[config.mk]
export PLATFORM = sky130hd
export DESIGN_NAME = onrm_out
export DESIGN_NICKNAME = d
export VERILOG_FILES = /design/src/rtl/onrm_pkg.sv /design/src/rtl/onrm_out.sv
export SDC_FILE = /design/constraint.sdc
export NUM_CORES = 1
export LEC_CHECK = 0
export BUFFER_PORTS_ARGS = -buffer_cell sky130_fd_sc_hd__buf_2
export CAP_MARGIN = 10
export CORE_AREA = 2 2 176 178
export CTS_BUF_LIST = sky130_fd_sc_hd__clkbuf_4
export DETAILED_ROUTE_END_ITERATION = 16
export DIE_AREA = 0 0 178 180
export SLEW_MARGIN = 10
export SYNTH_ARGS = -nofsm -noshare
export SYNTH_HDL_FRONTEND = slang
export SYNTH_SLANG_ARGS = --single-unit
[constraint.sdc]
create_clock -name clk_i -period 9.6 [get_ports clk_i]
set_clock_uncertainty 0.05 [all_clocks]
set_input_delay 2.4 -clock clk_i [delete_from_list [all_inputs] [get_ports clk_i]]
set_output_delay 2.4 -clock clk_i [all_outputs]
set_load 0.05 [all_outputs]
[src/rtl/onrm_pkg.sv]
`timescale 1ns / 1ps
// ----------------------------------------------------------------------------
// Octahedral normal decoder package
// Shared widths, constants and the sideband type that travels with each
// pixel through the decoder pipeline.
// ----------------------------------------------------------------------------
package onrm_pkg;

  localparam int unsigned FRAC_BITS_DEF = 14;

  localparam int unsigned ENC_W = 8;
  localparam int unsigned MAT_W = 8;
  localparam int unsigned NRM_W = 16;
  localparam int unsigned MAG_W = 8;
  localparam int unsigned SQ_W  = 16;
  localparam int unsigned SUM_W = 18;
  localparam int unsigned LANES = 3;

  localparam logic [MAG_W:0]   ENC_FULL    = 9'd255;
  localparam logic [NRM_W-1:0] NRM_POS_MAX = 16'h7FFF;
  localparam logic [NRM_W-1:0] NRM_NEG_MAX = 16'h8000;

  // Sideband of one pixel: pass-through fields and the sign of each component.
  typedef struct packed {
    logic [MAT_W-1:0] material;
    logic             frame_end;
    logic [LANES-1:0] neg;
  } onrm_meta_t;

endpackage

[src/rtl/onrm_out.sv]
`timescale 1ns / 1ps
// ----------------------------------------------------------------------------
// Octahedral normal decoder output stage
// Applies the component signs, saturates to the 16-bit field and holds the
// finished result in the output register.
// ----------------------------------------------------------------------------
module onrm_out #(
  parameter int unsigned FRAC_BITS = onrm_pkg::FRAC_BITS_DEF
) (
  input  logic                               clk_i,
  input  logic                               rst_ni,
  input  logic                               valid_i,
  output logic                               stall_o,
  input  logic [onrm_pkg::SUM_W-1:0]         s_i,
  input  logic [2*FRAC_BITS+23:0]            e_i [onrm_pkg::LANES],
  input  logic [2*FRAC_BITS+23:0]            p_i [onrm_pkg::LANES],
  input  logic [FRAC_BITS:0]                 k_i [onrm_pkg::LANES],
  input  onrm_pkg::onrm_meta_t               meta_i,
  output logic                               valid_o,
  input  logic                               stall_i,
  output logic signed [onrm_pkg::NRM_W-1:0]  nrm_o [onrm_pkg::LANES],
  output onrm_pkg::onrm_meta_t               meta_o
);
  import onrm_pkg::*;

  localparam int unsigned W  = 2 * FRAC_BITS + 24;
  localparam int unsigned MW = (FRAC_BITS + 2 > 17) ? FRAC_BITS + 2 : 17;

  logic             v_q;
  logic             st;
  logic [MW-1:0]    kx    [LANES];
  logic [NRM_W-1:0] nrm_d [LANES];
  logic [NRM_W-1:0] nrm_q [LANES];
  onrm_meta_t       meta_q;

  assign st      = v_q && stall_i;
  assign stall_o = st;

  always_comb begin
    for (int l = 0; l < LANES; l++) begin
      kx[l] = {{(MW-FRAC_BITS-1){1'b0}}, k_i[l]};
      if (meta_i.neg[l]) begin
        if (kx[l] > {{(MW-NRM_W){1'b0}}, NRM_NEG_MAX}) begin
          nrm_d[l] = NRM_NEG_MAX;
        end else begin
          nrm_d[l] = {NRM_W{1'b0}} - kx[l][NRM_W-1:0];
        end
      end else begin
        if (kx[l] > {{(MW-NRM_W){1'b0}}, NRM_POS_MAX}) begin
          nrm_d[l] = NRM_POS_MAX;
        end else begin
          nrm_d[l] = kx[l][NRM_W-1:0];
        end
      end
    end
  end

  always_ff @(posedge clk_i or negedge rst_ni) begin
    if (!rst_ni) begin
      v_q <= 1'b0;
    end else if (!st) begin
      v_q <= valid_i;
    end
  end

  always_ff @(posedge clk_i) begin
    if (valid_i && !st) begin
      nrm_q  <= nrm_d;
      meta_q <= meta_i;
    end
  end

  assign valid_o = v_q;
  assign meta_o  = meta_q;

  always_comb begin
    for (int l = 0; l < LANES; l++) begin
      nrm_o[l] = $signed(nrm_q[l]);
    end
  end

  // Once any bit has been kept, the remainder can no longer be negative.
  assert property (@(posedge clk_i) disable iff (!rst_ni)
    valid_i |-> ((k_i[0] == '0) || !e_i[0][W-1]) && ((k_i[1] == '0) || !e_i[1][W-1]) &&
                ((k_i[2] == '0) || !e_i[2][W-1]))
    else $error("root remainder negative after a kept bit");

  // P is an odd multiple of s, so it shares the parity of s.
  assert property (@(posedge clk_i) disable iff (!rst_ni)
    valid_i |-> (p_i[0][0] == s_i[0]) && (p_i[1][0] == s_i[0]) && (p_i[2][0] == s_i[0]))
    else $error("root product lost its odd multiplier");

endmodule

==> flow_metrics.tcl <==
set metrics [dict create \
    worstSetupStartpointType "input pin" \
    period_share_pct 56.11 \
    htree_num_levels 3 \
    crit_fanout 3 \
    r2r-start "valid_o" \
    antenna_found_initial 5 \
    setup_viol 0 \
    worstPathArrival_ns 2.94 \
    crit_family "buffers and inverters" \
    hold-worst-slack_ns 0.6607 \
    endpoint_kind "output port" \
    final_area_mm2 0.004010 \
    vias 2040 \
    grt_usage_pct 5.740 \
    yosysWarnings 0 \
    syn_area_mm2 0.002728 \
    path_buf_inv 2 \
    cts_resized 0 \
    fin_crit_ns 5.386 \
    irDropWorstVdd_uv 61.71 \
    area_growth_pct 47.02 \
    wl_per_cell_um 12.19 \
    multiInputGateArea_um2 870.8 \
    max_freq_mhz 185.7 \
    regArea_mm2 0.001827 \
    hp-class "reg -> reg" \
    leakage_nw 1.438 \
    crit_chain "buf_2, and2_1, buf_2" \
    synthFlopType "edfxtp_1" \
    core_mm2 0.03019 \
    start_util_pct 9.035 \
    clk_latency_ns 0.46 \
    synth_area_per_cell_um2 13.99 \
    crit_required_ns 7.15 \
    cp_common_cell "buf_2" \
    slew_headroom_pct 43.20 \
    switching_share_pct 32.98 \
    reg2reg_setup_slack_ns 7.75 \
    dp_slack_ns 4.201 \
    wl_mm 8.896 \
    grt_pass1_vias 2084 \
    ys_top_cells_by_area "edfxtp_1, xnor2_1, o31ai_1" \
    final_core_util_pct 13.28 \
    hpwl_mm 6.913 \
    synth_most_common_cell "edfxtp_1" \
    gp_congestion 0.7606 \
    syn_nets 589 \
    routed_via_density 2.795 \
    die_w_um 178 \
    port_buffers 122 \
    endpoint "stall_o" \
    cts_hold_buf 0 \
    grt_first_pass_wirelength_mm 12.70 \
    layout-drive-gt1-share_pct 44.11 \
    placed_area_mm2 0.003837 \
    netlist_top_cells_count "edfxtp_1, xnor2_1, nand2_1, o21ai_0, o31ai_1" \
    yosysTopAreaCellShare_pct 66.06 \
    post_cts_buffers 0 \
    dr.pass1.iters 4 \
    fp-row-count 64 \
    drt_iter0_markers 66 \
    die_h_um 180 \
    maxCapViolCount 0 \
    setup.worst_path.start "stall_i" \
    power.internal_w 0.0004603 \
    drv_slew 0 \
    power_frac_clock_pct 32.7 \
    ios 453 \
    post-route-drc-count 0 \
    sequentialPowerShare_pct 46.6 \
    synth_top_area_cell "edfxtp_1" \
    hold_viol_final 0 \
    synthCells 195 \
    cts.path.max_buffers 2 \
    r2r-end "nrm_o[30]" \
    layout_setup_ws_ns 4.214 \
    criticalPathCategory "in -> out" \
    cts.clk_slew.worst_paths_ns 0.15 \
    grt_max_degree 61 \
    seq_area_frac_synth_pct 66.97 \
    combPwrFrac_pct 20.7 \
    power_density_mw_per_mm2 171.3 \
    cts-root-buf "clkbuf_4" \
    async_reset_ff_share_pct 1.639 \
    postRouteAntennaNets 0 \
    grt_setup_unrepaired "false" \
    final_nets 720 \
    setup_tns_ns 0 \
    fillCellCount 3425 \
    worstMarginPinSlew_ns 0.8520 \
    cts_tree "built" \
    cts.sinks 61 \
    run_status "finished clean" \
    die_area_mm2 0.03204 \
    ys_types 26 \
    cp.depth 3 \
    r2r_cells 3 \
    cp_slowest_cell "buf_2" \
    synth-edff-count 60 \
    max_stage_delay_ns 0.29 \
    grt.overflow.total 0 \
    synth_seq_cells 61 \
    power.switching_w 0.0002265 \
    cts_made_buffers 9 \
]
## cells in the final DEF, fill, tap and decap left out, types with 3 or more instances in the layout
| cell | count |
|---|---|
| nand2_1 | 19 |
| o41ai_1 | 4 |
| xnor2_1 | 38 |
| inv_1 | 7 |
| nor2_1 | 5 |
| diode_2 | 3 |
| nand3_1 | 6 |
| buf_2 | 122 |
| or4_4 | 4 |
| o31a_1 | 3 |
| nor3_1 | 5 |
| clkbuf_4 | 9 |
| nand2b_1 | 3 |
| edfxtp_1 | 60 |
| ha_1 | 3 |
| o31ai_1 | 11 |
| o21ai_0 | 11 |
## per-stage QoR
stage | std cells | total power [W]
after floorplan | 195 | 0.0004233
after detailed placement | 711 | 0.0004715
final | 730 | 0.0006867
after global routing | 729 | 0.0007297
after CTS | 727 | 0.0007106
after global placement | 711 | 0.0004700
## power by group through the flow
| stage | combinational (W) | sequential, W | clock (W) |
|---|---|---|---|
| 6_report | 0.000142 | 0.000320 | 0.000225 |
| 5_1_grt | 0.000152 | 0.000322 | 0.000255 |
| 4_1_cts | 0.000145 | 0.000321 | 0.000245 |
| 3_5_place_dp | 0.000145 | 0.000327 | 0 |
| 3_3_place_gp | 0.000144 | 0.000326 | 0 |
| 2_1_floorplan | 0.0000331 | 0.000390 | 0 |
## sequential cells by signal, indices dropped and copies added (netlist names)
register,flops
meta_o,12
valid_o,1
nrm_o,48
## cells by family after synthesis
family                   after synthesis  synth area share [%]
flip-flops                            61                 66.97
AND/OR/NAND/NOR                       49                 9.358
adder cells (fa/ha/maj)                3                 1.376
AO/OA/AOI/OAI                         33                 8.395
XOR/XNOR                              39                 12.52
buffers and inverters                 10                 1.376
## layout make-up
type	instances	share of cell area (%)
Tap cell	396	12.36
Timing Repair Buffer	123	15.41
Clock inverter	7	2.434
Sequential cell	61	45.55
Multi-Input combinational cell	124	21.72
Clock buffer	9	1.685
Inverter	7	0.6552
Antenna cell	3	0.1872
## per-layer routing
metal / part of all wire, % / GRT usage [%]
met1: 40 / 6.193
met2: 46 / 8.992
met3: 11 / 2.961
met4: 2.5 / 3.246
met5: 0.27 / 0
## worst min path at each step
stage,startpoint,endpoint,slack (ns),cells past startpoint
2_1_floorplan,valid_o,valid_o,1.31,2
3_3_place_gp,valid_o,valid_o,0.61,2
3_5_place_dp,valid_o,valid_o,0.63,2
4_1_cts,valid_o,valid_o,0.67,2
5_1_grt,valid_o,valid_o,0.70,2
6_report,valid_o,valid_o,0.66,2
## worst register-to-register path, delay by kind of cell (launching register included)
family | cells | cell delay [ns]
simple gates | 2 | 0.29
buf+inv | 1 | 0.64
flops | 1 | 0.40
Power figures use the tool's default switching activity.
