`config.mk`:
```
export PLATFORM = sky130hd
export DESIGN_NAME = onrm_iter
export DESIGN_NICKNAME = d
export VERILOG_FILES = /design/src/rtl/onrm_pkg.sv /design/src/rtl/onrm_iter.sv
export SDC_FILE = /design/constraint.sdc
export NUM_CORES = 1
export LEC_CHECK = 0
export ABC_CLOCK_PERIOD_IN_PS = 18900
export BUFFER_PORTS_ARGS = -buffer_cell sky130_fd_sc_hd__buf_4
export CORE_AREA = 2 2 306 308
export DETAILED_ROUTE_END_ITERATION = 8
export DIE_AREA = 0 0 308 310
export GPL_TIMING_DRIVEN = 0
export PLACE_DENSITY = 0.65
export SLEW_MARGIN = 20
export SYNTH_ARGS = -nofsm -noshare
export SYNTH_HDL_FRONTEND = slang
export SYNTH_SLANG_ARGS = --single-unit
```
`constraint.sdc`:
```
create_clock -name clk_i -period 18.9 [get_ports clk_i]
set_clock_uncertainty 0.15 [all_clocks]
set_input_delay 1.89 -clock clk_i [delete_from_list [all_inputs] [get_ports clk_i]]
set_output_delay 1.89 -clock clk_i [all_outputs]
set_load 0.05 [all_outputs]
```
`src/rtl/onrm_pkg.sv`:
```
`timescale 1ns / 1ps
// ----------------------------------------------------------------------------
// Octahedral normal decoder package
// Shared widths, constants and the sideband type that travels with each
// pixel through the decoder pipeline.
// ----------------------------------------------------------------------------
package onrm_pkg;

  localparam int unsigned FRAC_BITS_DEF = 14;

  localparam int unsigned ENC_W = 8;
  localparam int unsigned MAT_W = 8;
  localparam int unsigned NRM_W = 16;
  localparam int unsigned MAG_W = 8;
  localparam int unsigned SQ_W  = 16;
  localparam int unsigned SUM_W = 18;
  localparam int unsigned LANES = 3;

  localparam logic [MAG_W:0]   ENC_FULL    = 9'd255;
  localparam logic [NRM_W-1:0] NRM_POS_MAX = 16'h7FFF;
  localparam logic [NRM_W-1:0] NRM_NEG_MAX = 16'h8000;

  // Sideband of one pixel: pass-through fields and the sign of each component.
  typedef struct packed {
    logic [MAT_W-1:0] material;
    logic             frame_end;
    logic [LANES-1:0] neg;
  } onrm_meta_t;

endpackage

```
`src/rtl/onrm_iter.sv`:
```
`timescale 1ns / 1ps
// ----------------------------------------------------------------------------
// Octahedral normal decoder root stage
// Settles one bit of the rounded scaled magnitude for all three components
// by a shift, add and compare-subtract on the running remainder.
// ----------------------------------------------------------------------------
module onrm_iter #(
  parameter int unsigned FRAC_BITS = onrm_pkg::FRAC_BITS_DEF,
  parameter int unsigned BIT       = 0
) (
  input  logic                        clk_i,
  input  logic                        rst_ni,
  input  logic                        valid_i,
  output logic                        stall_o,
  input  logic [onrm_pkg::SUM_W-1:0]  s_i,
  input  logic [2*FRAC_BITS+23:0]     e_i [onrm_pkg::LANES],
  input  logic [2*FRAC_BITS+23:0]     p_i [onrm_pkg::LANES],
  input  logic [FRAC_BITS:0]          k_i [onrm_pkg::LANES],
  input  onrm_pkg::onrm_meta_t        meta_i,
  output logic                        valid_o,
  input  logic                        stall_i,
  output logic [onrm_pkg::SUM_W-1:0]  s_o,
  output logic [2*FRAC_BITS+23:0]     e_o [onrm_pkg::LANES],
  output logic [2*FRAC_BITS+23:0]     p_o [onrm_pkg::LANES],
  output logic [FRAC_BITS:0]          k_o [onrm_pkg::LANES],
  output onrm_pkg::onrm_meta_t        meta_o
);
  import onrm_pkg::*;

  localparam int unsigned W  = 2 * FRAC_BITS + 24;
  localparam int unsigned KW = FRAC_BITS + 1;

  logic             v_q;
  logic             st;
  logic [W-1:0]     s_w;
  logic [W-1:0]     t_w    [LANES];
  logic [W-1:0]     diff_w [LANES];
  logic             take   [LANES];
  logic [W-1:0]     e_d    [LANES];
  logic [W-1:0]     p_d    [LANES];
  logic [KW-1:0]    k_d    [LANES];
  logic [SUM_W-1:0] s_q;
  logic [W-1:0]     e_q    [LANES];
  logic [W-1:0]     p_q    [LANES];
  logic [KW-1:0]    k_q    [LANES];
  onrm_meta_t       meta_q;

  assign st      = v_q && stall_i;
  assign stall_o = st;
  assign s_w     = {{(W-SUM_W){1'b0}}, s_i};

  // With u = 2k - 1 and P = u * s, raising k by 2^BIT grows u^2 * s by
  // P * 2^(BIT+2) + s * 2^(2*BIT+2). The bit is kept when that still fits.
  always_comb begin
    for (int l = 0; l < LANES; l++) begin
      t_w[l]    = (p_i[l] << (BIT + 2)) + (s_w << (2 * BIT + 2));
      diff_w[l] = e_i[l] - t_w[l];
      take[l]   = ~diff_w[l][W-1];
      e_d[l]    = take[l] ? diff_w[l] : e_i[l];
      p_d[l]    = take[l] ? (p_i[l] + (s_w << (BIT + 1))) : p_i[l];
      k_d[l]    = k_i[l] | ({{(KW-1){1'b0}}, take[l]} << BIT);
    end
  end

  always_ff @(posedge clk_i or negedge rst_ni) begin
    if (!rst_ni) begin
      v_q <= 1'b0;
    end else if (!st) begin
      v_q <= valid_i;
    end
  end

  always_ff @(posedge clk_i) begin
    if (valid_i && !st) begin
      s_q    <= s_i;
      e_q    <= e_d;
      p_q    <= p_d;
      k_q    <= k_d;
      meta_q <= meta_i;
    end
  end

  assign valid_o = v_q;
  assign s_o     = s_q;
  assign e_o     = e_q;
  assign p_o     = p_q;
  assign k_o     = k_q;
  assign meta_o  = meta_q;

endmodule

```
==> results of run 1 <==
## per-layer routing
metal	routed length (um)	GRT usage [%]	vias up	share of wire (%)
li1	-	-	12982	-
met1	49000	29.4	13232	39
met2	60100	43.5	1051	48
met3	11700	8.36	211	9.3
met4	4600	8.56	24	3.7
met5	149	0	-	0.12
## stage by stage
| stage | hold slack, ns | instance area, um^2 | utilization, % |
|---|---|---|---|
| CTS | 0.591 | 39600 | 42.8 |
| global placement | 0.492 | 37400 | 40.5 |
| finish | 0.604 | 39600 | 42.8 |
| detailed placement | 0.569 | 37800 | 40.9 |
| global route | 0.635 | 39600 | 42.8 |
| floorplan | 1.22 | 30100 | - |
## final cells by class
cell class | count | area [um^2]
inverters | 424 | 1590
flip-flops and latches | 388 | 11600
clock inverters | 35 | 514
well taps | 1197 | 1500
clock buffers | 55 | 1250
multi-input cells | 2268 | 16400
diodes | 9 | 22.5
repair buffers | 795 | 6190
fillers | 9106 | 52900
plain buffers | 106 | 493
## flip-flops by register name, summed over array words and instances (netlist names)
name	cells
e_o	156
meta_o	12
valid_o	1
s_o	18
k_o	45
p_o	156
## power groups by stage
stage                     clock network, mW  registers (mW)  logic (mW)
after detailed placement                  0            1.18        1.87
after global placement                    0            1.20        1.85
after floorplan                           0            1.57       0.816
after CTS                              1.09            1.16        1.88
final                                  1.06            1.16        1.89
after global routing                   1.11            1.17        2.02
## critical path, cell delays in order
cell and delay [ns]:
buf_4 0.21, inv_1 0.33, fa_1 0.66, ha_1 0.38, o21ai_1 0.14, a2111oi_2 0.73, o211ai_1 0.21, a21oi_1 0.20
nor3_1 0.18, nor4_4 0.37, o221ai_2 0.18, xnor2_2 0.59, buf_4 0.33, buf_6 0.21, buf_4 0.24, nand2_1 0.07
o21ai_0 0.35
## layout by cell type, fill, tap and decap left out, drive strengths merged, types with 12 or more instances in the layout
cell type and count:
a211oi 23, a21o 105, a21oi 206, a31oi 20, and2 15, and3 29, buf 829, bufinv 12
clkbuf 127, clkinv 15, edfxtp 387, fa 57, ha 300, inv 429, nand2 349, nand2b 24
nand3 72, nand4 57, nor2 118, nor3 48, nor4 30, o21a 19, o21ai 283, o21bai 36
o31ai 17, xnor2 160, xor2 125
## worst max path at each step
stage | start | to | slack [ns]
finish | s_i[0] | e_o[111] | 11.77
global route | s_i[1] | e_o[111] | 11.70
CTS | s_i[1] | e_o[111] | 11.81
detailed placement | s_i[1] | e_o[111] | 11.13
global placement | stall_i | e_o[138] | 0.64
floorplan | stall_i | e_o[0] | 5.89
## cells by family after synthesis
family	synth area share, %
adder cells (fa/ha/maj)	16.3
flip-flops	38.7
AND/OR/NAND/NOR	12.9
buffers and inverters	6.93
AO/OA/AOI/OAI	16.3
XOR/XNOR	8.39
multiplexers	0.511
==> results.toml, run 1 <==
[outcome]
status = "completed"

[global_routing]
grt_pass1_vias = 26432
grt_antenna_before_repair = 19
gr-total-overflow = 0
grt_pass1_wl_mm = 176
grt_usage_pct = 25.2
grt_max_degree = 30

[setup_path]
crit_required_ns = 19.07
r2r_end = "s_o[7]"
critical_path.reg2reg.startpoint = "valid_o"
cp-end-kind = "flop"
startpoint_type = "input pin"
worstPathMaxFanout = 10
worstPathArrival_ns = 7.30
worstSetupPathType = "input pin to flop"
r2r_setup_slack_ns = 15.94
worst-r2r-cell-count = 7

[place]
dp.cells = 5178
routabilityCongestion = 0.953
io_buffers = 779
pre_cts_ws_ns = 11.13
place.detailed.hpwl_mm = 105

[route]
wl_per_cell_um = 23.8
drt_iter0_drc = 2024
antenna_left = 0
post-route-drc-count = 0
drt_wl_total_mm = 126
vias_per_cell = 5.21
vias = 27500
firstDrtPassIters = 5

[sta]
tightestPinTransition_ns = 1.12
finalHoldViolCount = 0
slew-limit-headroom_pct = 23.5
slew_violations = 0
setup_slack_ns = 11.77
tns_ns = 0
min_period_over_period_pct = 37.7
period_minus_slack_ns = 7.13
grt_setup_unrepaired = "no"
max_freq_mhz = 140
setup_viol = 0

[die]
core_area_mm2 = 0.0925
std_cell_rows = 112
die_area_mm2 = 0.0955
die_h_um = 310
initial_core_util_pct = 32.5
die_w_um = 308
ios = 780

[clock_network]
htreeDepth = 2
cts_buffer_depth = 3
path_clk_slew_ns = 0.06
clk-insertion-delay-late_ns = 0.64
cts_tree = "done"
cts-root-buf = "clkbuf_16"
cts_buffers = 49
post_cts_resized = 0
cts_sinks = 388
holdBufCountCts = 0
cts_setup_buffers = 0

[synth]
yosysMostFrequentCell = "inv_1"
synth-seq-cells = 388
synth_ff_type = "edfxtp_1"
yosysWarnings = 0
synthArstFlopShare_pct = 0.258
synthTopCellsByCount = "inv_1 (424), edfxtp_1 (387), nand2_1 (349), ha_1 (300), o21ai_0 (276)"
ys_seq_area_share_pct = 38.7
avgSynthCellArea_um2 = 9.45
synthCells = 3186
synth_top_area_share_pct = 38.6
post_synth_num_cell_types = 81
ys_top_cells_by_area = "edfxtp_1 (39%), ha_1 (12%), inv_1 (5.3%)"
yosysTopAreaCell = "edfxtp_1"
synth-edff-count = 387
syn_area_mm2 = 0.0301
synth_nets = 3934

[pwr]
p_per_area_mw_per_mm2 = 104
swShare_pct = 42.5
p_comb_share_pct = 45.9
seqPwrFrac_pct = 28.2
leakage_nw = 17.8
vdd_drop_max_mv = 0.0699
clockPowerShare_pct = 25.9
total_power_mw = 4.11
switching_power_mw = 1.75
p_int_mw = 2.36

[hold_path]
min-delay-start = "valid_o"
worstHoldPathType = "flop to flop"
whs_path_depth = 2
min_to = "valid_o"

[job]
maxCapViolCount = 0

[final_layout]
final_nets = 4780
final_cells = 5277
area_growth_pct = 31.5
drive_above_1_share_pct = 23.4
No activity file was read; power rests on OpenSTA's default activity.
==> run 2, diff against run 1 <==
--- a/config.mk
+++ b/config.mk
@@ -5,13 +5,14 @@
 export SDC_FILE = /design/constraint.sdc
 export NUM_CORES = 1
 export LEC_CHECK = 0
-export ABC_CLOCK_PERIOD_IN_PS = 18900
+export ABC_AREA = 1
+export ABC_CLOCK_PERIOD_IN_PS = 7200
 export BUFFER_PORTS_ARGS = -buffer_cell sky130_fd_sc_hd__buf_4
-export CORE_AREA = 2 2 306 308
+export CORE_MARGIN = 1.5
+export CORE_UTILIZATION = 35
 export DETAILED_ROUTE_END_ITERATION = 8
-export DIE_AREA = 0 0 308 310
 export GPL_TIMING_DRIVEN = 0
-export PLACE_DENSITY = 0.65
+export PLACE_DENSITY = 0.64
 export SLEW_MARGIN = 20
 export SYNTH_ARGS = -nofsm -noshare
 export SYNTH_HDL_FRONTEND = slang
==> constraint.sdc (replaced) <==
create_clock -name clk_i -period 7.2 [get_ports clk_i]
set_clock_uncertainty 0.15 [all_clocks]
set_input_delay 0.72 -clock clk_i [delete_from_list [all_inputs] [get_ports clk_i]]
set_output_delay 0.72 -clock clk_i [all_outputs]
set_load 0.05 [all_outputs]
==> results.toml, run 2 <==
[synth]
synthTopCellsByCount = "nand2_1 (2681), inv_1 (1148), nor2_1 (447), edfxtp_1 (387), ha_1 (300)"
synthArstFlopShare_pct = 0.258
yosysWarnings = 0
synth_ff_type = "edfxtp_1"
synth-seq-cells = 388
ys_top_cells_by_area = "edfxtp_1 (30%), nand2_1 (26%), inv_1 (11%)"
ys_seq_area_share_pct = 29.7
synthCells = 6079
syn_area_mm2 = 0.0392
synth-edff-count = 387
yosysTopAreaCell = "edfxtp_1"
post_synth_num_cell_types = 37
synth_top_area_share_pct = 29.6
synth_nets = 6827
yosysMostFrequentCell = "nand2_1"
avgSynthCellArea_um2 = 6.45

[final_layout]
stdcell_area_mm2 = 0.0488
final_nets = 7670
final_cell_mix = "nand2_1 (2681), inv_1 (1148), buf_4 (790)"
final_common_cell = "nand2_1"
drive_above_1_share_pct = 14.4
area_growth_pct = 24.4

[die]
die_area_mm2 = 0.114
die_h_um = 338
core_area_mm2 = 0.111
initial_core_util_pct = 35.3
die_w_um = 338
std_cell_rows = 122
ios = 780

[sta]
max_freq_mhz = 245
slew_violations = 0
grt_setup_unrepaired = "no"
setup_viol = 0
period_minus_slack_ns = 4.09
tightestPinTransition_ns = 0.773
min_period_over_period_pct = 56.7
slew-limit-headroom_pct = 48.1
finalHoldViolCount = 0
tns_ns = 0

[setup_path]
max_stage_delay_ns = 0.66
path_cells = "buf_4, inv_1, fa_1, ha_1, nand2_1, inv_1, nand2_1, nand3_2, nand2_1, nand2_2, nand2_1, nand2_1, nand2_1, nand3_2, nand2_1, nand2_2, buf_6, buf_6, nand2_1, nand2_1"
worstPathMaxFanout = 10
worstPathArrival_ns = 4.28
cp-end-kind = "flop"
cpMostUsedCell = "nand2_1"
crit_required_ns = 7.39
r2r_setup_slack_ns = 4.44
cp_slowest_cell = "fa_1"
startpoint_type = "input pin"
worstSetupPathType = "input pin to flop"

[pwr]
swShare_pct = 47.4
p_comb_share_pct = 52.2
p_per_area_mw_per_mm2 = 233
switching_power_mw = 5.40
p_int_mw = 5.99
clockPowerShare_pct = 21.0
vdd_drop_max_mv = 0.187
leakage_nw = 26.9
seqPwrFrac_pct = 26.8
total_power_mw = 11.4

[route]
post-route-drc-count = 0
drt_wl_total_mm = 191
vias = 41688
firstDrtPassIters = 8
vias_per_cell = 4.93
drt_iter0_drc = 3857
antenna_left = 0
wl_per_cell_um = 22.6

[clock_network]
htreeDepth = 2
cts_tree = "done"
cts_sinks = 388
cts_setup_buffers = 0
cts_buffers = 46
cts_buffer_depth = 3
holdBufCountCts = 1
post_cts_resized = 0
path_clk_slew_ns = 0.06
clk-insertion-delay-late_ns = 0.66
cts-root-buf = "clkbuf_16"

[place]
place.detailed.hpwl_mm = 165
routabilityCongestion = 1.06
io_buffers = 779
post_dp_cell_area_mm2 = 0.0473

[job]
maxCapViolCount = 0

[global_routing]
grt_pass1_vias = 38702
grt_pass1_wl_mm = 265
grt_max_degree = 30
grt_antenna_before_repair = 26
grt_usage_pct = 32.4
gr-total-overflow = 0

[hold_path]
worstHoldPathType = "input pin to flop"

[outcome]
status = "completed"
run 2: cell count changes in the layout (fill, tap and decap cells not counted), moves of 69 or more:
| cell | delta |
|---|---|
| nor2_1 | +328 |
| xnor2_1 | -138 |
| nand3_1 | +220 |
| a21o_1 | -99 |
| nand2_1 | +2332 |
| inv_1 | +724 |
| clkbuf_1 | -69 |
| o21ai_0 | -226 |
run 2: metrics by stage:
step / hold WS (ns) / cells / util (%) / setup slack, ns
floorplan: 0.274 / 6079 / - / -0.187
global placement: 0.340 / 8346 / 42.3 / -2.66
detailed placement: 0.351 / 8361 / 42.6 / 2.49
CTS: 0.0433 / 8444 / 43.9 / 3.15
global route: 0.0597 / 8448 / 44.0 / 2.96
finish: 0.0816 / 8454 / 44.0 / 3.11
run 2: cells by family (layout without fill, tap and decap cells):
group                    after synthesis  after routing  share of synthesized area [%]
AND/OR/NAND/NOR                     3681           3681                           37.9
XOR/XNOR                             166            166                           3.71
AO/OA/AOI/OAI                        258            258                           3.62
other                                  0             10                              0
flip-flops                           388            388                           29.7
adder cells (fa/ha/maj)              357            357                           12.5
buffers and inverters               1229           2106                           12.6
run 2: layout make-up:
cell class | count | area (um^2)
fill | 11643 | 62200
multi-input combinational | 4462 | 22600
sequential | 388 | 11600
timing repair buffer | 795 | 6170
inverter | 1163 | 4370
tap | 1488 | 1860
clock buffer | 54 | 1180
buffer | 66 | 589
clock inverter | 28 | 328
antenna | 10 | 25.0
run 2: layer usage:
layer,wire [um],vias to the layer above,track usage [%],part of all wire [%]
li1,-,20401,-,-
met3,16400,237,5.05,8.6
met1,81400,19264,43.8,43
met5,92,-,0,0.048
met2,86800,1772,52.9,45
met4,6200,14,10.4,3.2
run 2: worst paths after layout:
kind                       cells past startpoint      from  endpoint
max reg2reg                                    8   valid_o    p_o[6]
min                                            1  p_i[104]  p_o[104]
max in group asynchronous                      2    rst_ni   valid_o
max                                           20    s_i[1]  p_o[118]
min in group asynchronous                      2    rst_ni   valid_o
min reg2reg                                    2   valid_o   valid_o
run 2: power by group through the flow:
| stage | Combinational [mW] | Clock, mW | Sequential, mW |
|---|---|---|---|
| detailed placement | 5.85 | 0 | 3.10 |
| floorplan | 2.67 | 0 | 4.09 |
| global placement | 5.82 | 0 | 3.13 |
| finish | 5.94 | 2.39 | 3.05 |
| CTS | 5.88 | 2.43 | 3.06 |
| global route | 6.37 | 2.51 | 3.07 |
run 2: worst max-delay path: cells and delay by family:
kind | cells | cell delay (ns)
simple gates | 13 | 1.49
buf+inv | 5 | 1.13
fa+ha+maj | 2 | 0.92
